**config.mk**
```make
export PLATFORM = sky130hd
export DESIGN_NAME = stx_etx_frame_receiver_core
export DESIGN_NICKNAME = d
export VERILOG_FILES = /design/src/sefr_pkg.sv /design/src/stx_etx_frame_receiver_core.sv
export SDC_FILE = /design/constraint.sdc
export NUM_CORES = 1
export LEC_CHECK = 0
export BUFFER_PORTS_ARGS = -buffer_cell sky130_fd_sc_hd__buf_2
export CAP_MARGIN = 20
export CORE_MARGIN = 4
export CORE_UTILIZATION = 53
export DETAILED_ROUTE_END_ITERATION = 10
export GPL_ROUTABILITY_DRIVEN = 0
export GPL_TIMING_DRIVEN = 1
export PLACE_DENSITY = 0.79
export SLEW_MARGIN = 20
export SYNTH_ARGS = -nofsm -noshare
export SYNTH_HDL_FRONTEND = slang
export SYNTH_SLANG_ARGS = --single-unit
```
**constraint.sdc**
```tcl
create_clock -name clock -period 2.05 [get_ports clock]
set_input_delay 0.1025 -clock clock [delete_from_list [all_inputs] [get_ports clock]]
set_output_delay 0.1025 -clock clock [all_outputs]
set_load 0.005 [all_outputs]
```
**src/sefr_pkg.sv**
```systemverilog
// Package with the codes, constants and types of the STX/ETX frame receiver.
package sefr_pkg;

   localparam logic [7:0]  START_BYTE       = 8'h02;
   localparam logic [7:0]  END_BYTE         = 8'h03;
   localparam logic [15:0] MAX_LENGTH_RESET = 16'hFFFF;
   localparam logic [1:0]  LAST_HEADER_IDX  = 2'd3;
   localparam logic [1:0]  LEN_HIGH_IDX     = 2'd2;

   // Result word kinds.
   localparam logic [1:0] KIND_HEADER  = 2'd0;
   localparam logic [1:0] KIND_PAYLOAD = 2'd1;
   localparam logic [1:0] KIND_VERDICT = 2'd2;

   // Frame verdicts.
   localparam logic [1:0] STATUS_OK       = 2'd0;
   localparam logic [1:0] STATUS_BAD_END  = 2'd1;
   localparam logic [1:0] STATUS_BAD_XOR  = 2'd2;
   localparam logic [1:0] STATUS_TOO_LONG = 2'd3;

   // Receive phases, one-hot.
   typedef enum logic [4:0] {
      PHASE_HUNT    = 5'b00001,
      PHASE_HEADER  = 5'b00010,
      PHASE_PAYLOAD = 5'b00100,
      PHASE_END     = 5'b01000,
      PHASE_CHECK   = 5'b10000
   } phase_type;

endpackage

```
**src/stx_etx_frame_receiver_core.sv**
```systemverilog
// STX/ETX frame receiver core: start hunt, header, cut-through payload, XOR check verdict.
//
// Usage:
//   req_valid/req_ready/req_rx_byte carry received line bytes, one word per handshake.
//   rsp_valid/rsp_ready carry result words: rsp_data, rsp_kind (header, payload or
//   verdict), rsp_last and rsp_status (meaningful with rsp_last).
//   csr_wr_en/csr_wr_data write max_length; write only while the block is idle.
//   Bytes before a start byte, the start byte and the end byte give no result word.
//   The check byte gives the verdict word; a length above max_length ends the frame
//   at the fourth header byte with status too long.
// Path: a byte is captured in the input register at its accept edge, and its result word
//   is loaded into the output register when the byte advances.
// Throughput: one byte per cycle while no result stalls; the input and output registers
//   are the only stages, so a new byte is taken every cycle while results drain.
// Reset: synchronous, active high; hunting for a start byte, no result pending,
//   max_length set to 65535.
// Stall: while rsp_ready is low and a result word waits, the next byte that would give a
//   result holds in the input register and req_ready drops; bytes that give no result
//   still pass through.
module stx_etx_frame_receiver_core (
   input  logic        clock,
   input  logic        reset,
   input  logic        req_valid,
   output logic        req_ready,
   input  logic [7:0]  req_rx_byte,
   output logic        rsp_valid,
   input  logic        rsp_ready,
   output logic [7:0]  rsp_data,
   output logic [1:0]  rsp_kind,
   output logic        rsp_last,
   output logic [1:0]  rsp_status,
   input  logic        csr_wr_en,
   input  logic [15:0] csr_wr_data
);

   logic                in_valid_ff;
   logic [7:0]          in_byte_ff;
   logic                rsp_valid_ff, rsp_valid_in;
   logic [7:0]          rsp_data_ff;
   logic [1:0]          rsp_kind_ff;
   logic                rsp_last_ff;
   logic [1:0]          rsp_status_ff;
   logic [15:0]         max_length_ff;
   sefr_pkg::phase_type phase_ff, phase_in;
   logic [1:0]          header_count_ff, header_count_in;
   logic [7:0]          length_high_ff, length_high_in;
   logic [15:0]         remaining_ff, remaining_in;
   logic [7:0]          running_xor_ff, running_xor_in;
   logic                end_marker_ok_ff, end_marker_ok_in;
   logic                res_valid;
   logic [7:0]          res_data;
   logic [1:0]          res_kind;
   logic                res_last;
   logic [1:0]          res_status;
   logic [15:0]         frame_len;
   logic                advance;

   // The held byte moves on when it gives no word or the output register has room.
   assign advance   = in_valid_ff && (!res_valid || !rsp_valid_ff || rsp_ready);
   assign req_ready = !in_valid_ff || advance;
   assign frame_len = {length_high_ff, in_byte_ff};

   // Frame parser: next state and result word for the held byte.
   always_comb begin
      phase_in         = phase_ff;
      header_count_in  = header_count_ff;
      length_high_in   = length_high_ff;
      remaining_in     = remaining_ff;
      running_xor_in   = running_xor_ff;
      end_marker_ok_in = end_marker_ok_ff;
      res_valid        = 1'b0;
      res_data         = in_byte_ff;
      res_kind         = sefr_pkg::KIND_HEADER;
      res_last         = 1'b0;
      res_status       = sefr_pkg::STATUS_OK;
      unique case (phase_ff)
         sefr_pkg::PHASE_HEADER: begin
            running_xor_in = running_xor_ff ^ in_byte_ff;
            res_valid      = 1'b1;
            if (header_count_ff == sefr_pkg::LEN_HIGH_IDX) begin
               length_high_in = in_byte_ff;
            end
            if (header_count_ff != sefr_pkg::LAST_HEADER_IDX) begin
               header_count_in = header_count_ff + 2'd1;
            end else begin
               header_count_in = 2'd0;
               if (frame_len > max_length_ff) begin
                  phase_in   = sefr_pkg::PHASE_HUNT;
                  res_last   = 1'b1;
                  res_status = sefr_pkg::STATUS_TOO_LONG;
               end else begin
                  remaining_in = frame_len;
                  phase_in     = (frame_len == 16'd0) ? sefr_pkg::PHASE_END
                                                      : sefr_pkg::PHASE_PAYLOAD;
               end
            end
         end
         sefr_pkg::PHASE_PAYLOAD: begin
            running_xor_in = running_xor_ff ^ in_byte_ff;
            remaining_in   = remaining_ff - 16'd1;
            res_valid      = 1'b1;
            res_kind       = sefr_pkg::KIND_PAYLOAD;
            if (remaining_in == 16'd0) begin
               phase_in = sefr_pkg::PHASE_END;
            end
         end
         sefr_pkg::PHASE_END: begin
            end_marker_ok_in = (in_byte_ff == sefr_pkg::END_BYTE);
            phase_in         = sefr_pkg::PHASE_CHECK;
         end
         sefr_pkg::PHASE_CHECK: begin
            res_valid = 1'b1;
            res_kind  = sefr_pkg::KIND_VERDICT;
            res_last  = 1'b1;
            phase_in  = sefr_pkg::PHASE_HUNT;
            if (!end_marker_ok_ff) begin
               res_status = sefr_pkg::STATUS_BAD_END;
            end else if (in_byte_ff != running_xor_ff) begin
               res_status = sefr_pkg::STATUS_BAD_XOR;
            end
         end
         default: begin
            // Hunting: only a start byte opens a frame.
            if (in_byte_ff == sefr_pkg::START_BYTE) begin
               phase_in         = sefr_pkg::PHASE_HEADER;
               header_count_in  = 2'd0;
               length_high_in   = 8'd0;
               remaining_in     = 16'd0;
               running_xor_in   = 8'd0;
               end_marker_ok_in = 1'b0;
            end else begin
               phase_in = sefr_pkg::PHASE_HUNT;
            end
         end
      endcase
   end

   // Output register loads a new word or empties when the word is taken.
   always_comb begin
      if (advance && res_valid) begin
         rsp_valid_in = 1'b1;
      end else if (rsp_ready) begin
         rsp_valid_in = 1'b0;
      end else begin
         rsp_valid_in = rsp_valid_ff;
      end
   end

   // Control and parser state.
   always_ff @(posedge clock) begin
      if (reset) begin
         in_valid_ff      <= 1'b0;
         rsp_valid_ff     <= 1'b0;
         max_length_ff    <= sefr_pkg::MAX_LENGTH_RESET;
         phase_ff         <= sefr_pkg::PHASE_HUNT;
         header_count_ff  <= 2'd0;
         length_high_ff   <= 8'd0;
         remaining_ff     <= 16'd0;
         running_xor_ff   <= 8'd0;
         end_marker_ok_ff <= 1'b0;
      end else begin
         in_valid_ff  <= req_valid || (in_valid_ff && !advance);
         rsp_valid_ff <= rsp_valid_in;
         if (csr_wr_en) begin
            max_length_ff <= csr_wr_data;
         end
         if (advance) begin
            phase_ff         <= phase_in;
            header_count_ff  <= header_count_in;
            length_high_ff   <= length_high_in;
            remaining_ff     <= remaining_in;
            running_xor_ff   <= running_xor_in;
            end_marker_ok_ff <= end_marker_ok_in;
         end
      end
   end

   // Payload registers.
   always_ff @(posedge clock) begin
      if (req_valid && req_ready) begin
         in_byte_ff <= req_rx_byte;
      end
      if (advance && res_valid) begin
         rsp_data_ff   <= res_data;
         rsp_kind_ff   <= res_kind;
         rsp_last_ff   <= res_last;
         rsp_status_ff <= res_status;
      end
   end

   assign rsp_valid  = rsp_valid_ff;
   assign rsp_data   = rsp_data_ff;
   assign rsp_kind   = rsp_kind_ff;
   assign rsp_last   = rsp_last_ff;
   assign rsp_status = rsp_status_ff;

endmodule

```
[Word-level counts from Yosys, hierarchy flattened]
Cells that the tools add are included.
Operators by class
  bitwise operators: 4
  muxes and demuxes: 31
  reductions and logical operators: 29
  magnitude comparators: 1
  equality and inequality tests: 13
  $add $sub $neg: 2
Operator list (number)
  16-bit 2-to-1 mux: 3
  16-bit one-hot mux with 3 select lines: 1
  16-bit zero test: 2
  8-bit one-hot mux with 2 select lines: 2
  5-bit one-hot mux with 4 select lines: 1
  8-bit by 2-bit == test with 1-bit output (second input constant): 2
  16-bit greater-than comparator: 1
  8-bit 2-to-1 mux: 2
  16-bit by 1-bit subtractor with 16-bit output (second input constant): 1
  2-bit 2-to-1 mux: 7
  2-bit one-hot mux with 2 select lines: 3
  3-bit AND reduction: 4
  5-bit 2-to-1 mux: 2
  2-bit != test (second input constant): 5
  4-bit 2-to-1 mux: 2
  8-bit != test: 1
  2-bit nonzero test: 4
  8-bit bitwise XOR: 1
  1-bit 2-to-1 mux: 6
  3-bit OR reduction: 2
  5-bit by 2-bit == test with 1-bit output (second input constant): 1
  5-bit by 3-bit == test with 1-bit output (second input constant): 1
  5-bit by 4-bit == test with 1-bit output (second input constant): 1
  5-bit == test (second input constant): 1
  11 further kinds: 24
Storage, ports and cells
  flip-flop bits (word level): 79
  logic and storage cells: 94
  input port bits: 29

[Longest topological paths before layout]
  word-level depth: 10
  gate-level depth with buffers: 10
  mapped depth without buffers: 8

[Worst setup path after synthesis]
No wires, ideal clock.
  path type: reg2reg
  start: register in_byte_ff[7]
  end: register remaining_ff[8]
  cell stages (with the launch flop): 10
  setup time: 0.128 ns
  data required time: 1.922 ns
  arrival time: 2.090 ns
  slack: -0.169 ns
  path through: edfxtp_1 ha_1 a21oi_1 o21ai_0 a21o_1 o31a_1 buf_2 buf_2 a221oi_1 o22ai_1
On the way
  longest elaborated chain between the ends: 3
  elaborated cells between the ends (all ways): 5
  those cells by class: order compare: 1; eq/ne: 2; reduce/logical: 2
RTL lines
  start, declared: line stx_etx_frame_receiver_core.sv:37  | logic [7:0] in_byte_ff;
  start signal, assigned: line stx_etx_frame_receiver_core.sv:181  | in_byte_ff <= req_rx_byte;
  16-bit greater-than comparator / 8-bit by 2-bit == test with 1-bit output (equally long branches): line stx_etx_frame_receiver_core.sv:87, stx_etx_frame_receiver_core.sv:124
  2-bit != test (no source line) / 3-bit nonzero test (equally long branches)
  5-bit AND reduction (no source line) *
  end signal, assigned: line stx_etx_frame_receiver_core.sv:171  | remaining_ff <= remaining_in;
  end, declared: line stx_etx_frame_receiver_core.sv:47  | logic [15:0] remaining_ff, remaining_in;
Mark *: on every way between the ends. The rest lies on a longest branch, timed or not.
A chain may end at the register's enable or synchronous reset.

[Worst setup path in the final report]
  start: register in_byte_ff[1]
  end: register phase_ff[2]
On the way
  longest elaborated chain between the ends: 5
  elaborated cells between the ends (all ways): 6
  those cells by class: order compare: 1; mux: 4; reduce/logical: 1
RTL lines
  parallel branches: the longest is 2 deep, another holds 16-bit greater-than comparator
  4-bit 2-to-1 mux *: line stx_etx_frame_receiver_core.sv:87  | if (frame_len > max_length_ff) begin
  5-bit 2-to-1 mux *: line stx_etx_frame_receiver_core.sv:83  | if (header_count_ff != sefr_pkg::LAST_HEADER_IDX) begin
  5-bit one-hot mux with 4 select lines *: line stx_etx_frame_receiver_core.sv:76  | unique case (phase_ff)
  end signal, assigned: line stx_etx_frame_receiver_core.sv:155  | phase_ff <= sefr_pkg::PHASE_HUNT;
  end signal, assigned: line stx_etx_frame_receiver_core.sv:168  | phase_ff <= phase_in;
  end, declared: line stx_etx_frame_receiver_core.sv:44  | sefr_pkg::phase_type phase_ff, phase_in;
Mark *: on every way between the ends. The select of a mux whose other input is x is not followed.

==> qor.yml <==
outcome: "finished, violations left"
violations: "setup timing"
pre_cts_ws_ns: -0.320
hold_violations: 0
cts-root-buf: "clkbuf_8"
clock_sinks: 79
min_period_ns: 2.48
vdd_ir_drop_max_uv: 456
avgSynthCellArea_um2: 9.11
hold_slack_ns: 0.0906
tightest_slew_ns: 0.864
synth_area_um2: 4300
crit_arrival_ns: 2.76
power_mw: 3.38
p_leak_nw: 2.61
holdPathStages: 3
ys.flop_type: "dfxtp_1"
start_util: 0.551
nFillCells: 403
grt_pass1_wl_um: 22700
vias: 4678
reg2regPathDepth: 8
cts_max_level: 3
hold_path.class: "input port to flop"
finalSetupViolations: 40
core_region_area_um2: 7810
seq_area_frac_synth: 0.417
ys_types: 62
holdPathEnd: "rsp_valid"
final_layout_size_suffix_gt1_frac: 0.395
wl_um: 15300
grt_usage: 0.292
met2_usage: 0.515
crit_chain: "ha_4 -> nor2b_4 -> o211ai_1 -> a21boi_4 -> o31a_1 -> buf_12 -> or4_1 -> mux2i_1"
worstPathRequired_ns: 2.33
p_per_area_nw_per_um2: 534
slowest_delay_ns: 0.52
syn2layout_area_growth_pct: 47.3
r2r_start: "in_byte_ff[1]"
drc: 0
overflow: 0
grt_start_max_net_pins: 39
criticalPathCategory: "flop to flop"
slowest_stage: "or4_1"
grt_use_met3: 0.0650
die_w_um: 98.1
critPathMaxFanout: 11
cts_tree: "done"
yosys_warnings: 0
grt.met1_usage: 0.340
via_per_inst: 6.45
ctsLongestPathBuffers: 2
async_flop_share: 0
cap_violations: 0
syn_inst: 472
fmax_ghz: 0.403
fin_ws_ns: -0.432
syn-num-nets: 521
r2r-end: "phase_ff[2]"
clock_latency_ns: 0.37
postLayoutCellArea_um2: 6330
drt_iter0_markers: 478
cts_inserted_buffers: 9
worst_setup_path_start_kind: "flop"
fin_setup_tns_ns: -7.39
synth_edf_count: 21
grt_antenna_before_repair: 0
avgRoutedWirePerCell_um: 21.2
worst_setup_path_end_kind: "flop"
final_cell_mix: "74 x buf_4, 48 x dfxtp_1, 43 x buf_2, 41 x nand2_1, 37 x nor2_1"
ant_nets: 0
io_pins: 44
ys_seq_elements: 79
port_buffers: 43
relSlewSlack: 0.424
first_global_vias: 4540
dp.final_hpwl_um: 8170
min_from: "rsp_ready"
die_area_um2: 9620
busiest_layer: "met2"
clkTransAtPathRegs_ns: 0.09
rsz0062_at_grt: "yes"
skew_ns: 0.0149
diodes: 0
final_nets: 667
die_h_um: 98.1
drv_slew: 0
firstDrtPassIters: 8
final.period_utilization: 1.21
final_common_cell: "buf_4"
placed_cell_area_um2: 5140
rrSetupSlack_ns: -0.43
num_rows: 32
## per-stage QoR
stage	util	std cells
finish	0.811	725
global route	0.811	725
CTS	0.785	719
detailed placement	0.658	666
global placement	0.658	666
floorplan	-	472
## cells by family (layout without fill, tap and decap cells)
family | Yosys count | count (layout) | synth area share
AOI/OAI and AO/OA | 130 | 130 | 0.214
xor gates and xnor gates | 16 | 16 | 0.0326
adders and majority gates | 20 | 20 | 0.0582
buffers and inverters | 63 | 214 | 0.0602
DFF | 79 | 79 | 0.417
muxes | 11 | 11 | 0.0259
and+or+nand+nor | 153 | 153 | 0.192
## layer usage
layer | wire [um] | part of all wire
met1 | 5550 | 0.36
met3 | 1320 | 0.086
met4 | 824 | 0.054
met2 | 7640 | 0.50
met5 | 0 | 0
## area by class of cell
| cell class | count | area, um^2 | share of cell area |
|---|---|---|---|
| clock buffers | 11 | 131 | 0.0207 |
| clock inverters | 5 | 83.8 | 0.0132 |
| inverters | 39 | 146 | 0.0231 |
| multi-input cells | 330 | 2780 | 0.439 |
| flip-flops and latches | 79 | 1800 | 0.285 |
| well taps | 102 | 128 | 0.0202 |
| repair buffers | 159 | 1260 | 0.199 |
## where the power goes
group | internal, mW | switching, mW | total, mW
clock network | 0.690 | 0.622 | 1.31
logic | 0.192 | 0.213 | 0.405
registers | 1.64 | 0.0292 | 1.67
total | 2.52 | 0.864 | 3.38
## repair_timing
item	CTS	global route
hold buffers	25	0
setup buffers	12	9
endpoints found under the setup margin	38	41
gates cloned	1	0
resized for setup	76	50
endpoints found under the hold margin	25	0
pin swaps	52	12
## registers in the layout (all words and copies together), names as in the netlist
| signal | flops |
|---|---|
| rsp_valid | 1 |
| max_length_ff | 16 |
| rsp_status | 2 |
| header_count_ff | 2 |
| end_marker_ok_ff | 1 |
| length_high_ff | 8 |
| remaining_ff | 16 |
| in_valid_ff | 1 |
| phase_ff | 5 |
| in_byte_ff | 8 |
| rsp_last | 1 |
| rsp_kind | 2 |
| rsp_data | 8 |
| running_xor_ff | 8 |
## synth_stat cells, types with 3 or more instances
library cell,count,area (um^2)
clkbuf_1,14,52.6
nand3_1,8,40.0
xnor2_1,7,61.3
xor2_1,9,78.8
or4_1,4,30.0
a21oi_1,27,135
nor2b_1,3,18.8
a2111oi_0,5,43.8
nor4_4,3,63.8
o32ai_1,3,26.3
a211oi_1,21,158
a21o_1,5,37.5
nor4_1,6,37.5
nor2_1,40,150
o211ai_1,18,135
and3_1,8,50.1
inv_1,38,143
mux2i_1,10,100
buf_2,6,30.0
edfxtp_1,21,631
nand3b_1,9,67.6
nand2_1,43,161
o31ai_1,4,30.0
ha_1,20,250
o21ai_0,22,110
nor3_1,5,25.0
a31oi_1,5,31.3
dfxtp_1,58,1160
nand4_1,9,56.3
## critical path, delay by kind of cell, from the launching register on
kind / cells / cell delay (ns)
mux: 1 / 0.19
fa+ha+maj: 1 / 0.25
buf+inv: 1 / 0.16
compound gates: 3 / 0.71
simple gates: 2 / 0.64
flops: 1 / 0.44
## worst max path at each step
stage / end / slack (ns) / cells after the start / start
after global routing: phase_ff[2] / -0.44 / 8 / in_byte_ff[1]
after global placement: remaining_ff[2] / -0.16 / 11 / max_length_ff[15]
after detailed placement: remaining_ff[2] / -0.32 / 11 / max_length_ff[15]
after CTS: phase_ff[2] / -0.23 / 8 / in_byte_ff[1]
final: phase_ff[2] / -0.43 / 8 / in_byte_ff[1]
after floorplan: phase_ff[2] / -0.08 / 8 / in_byte_ff[7]
Note: power is estimated with default switching activity, not from simulation.
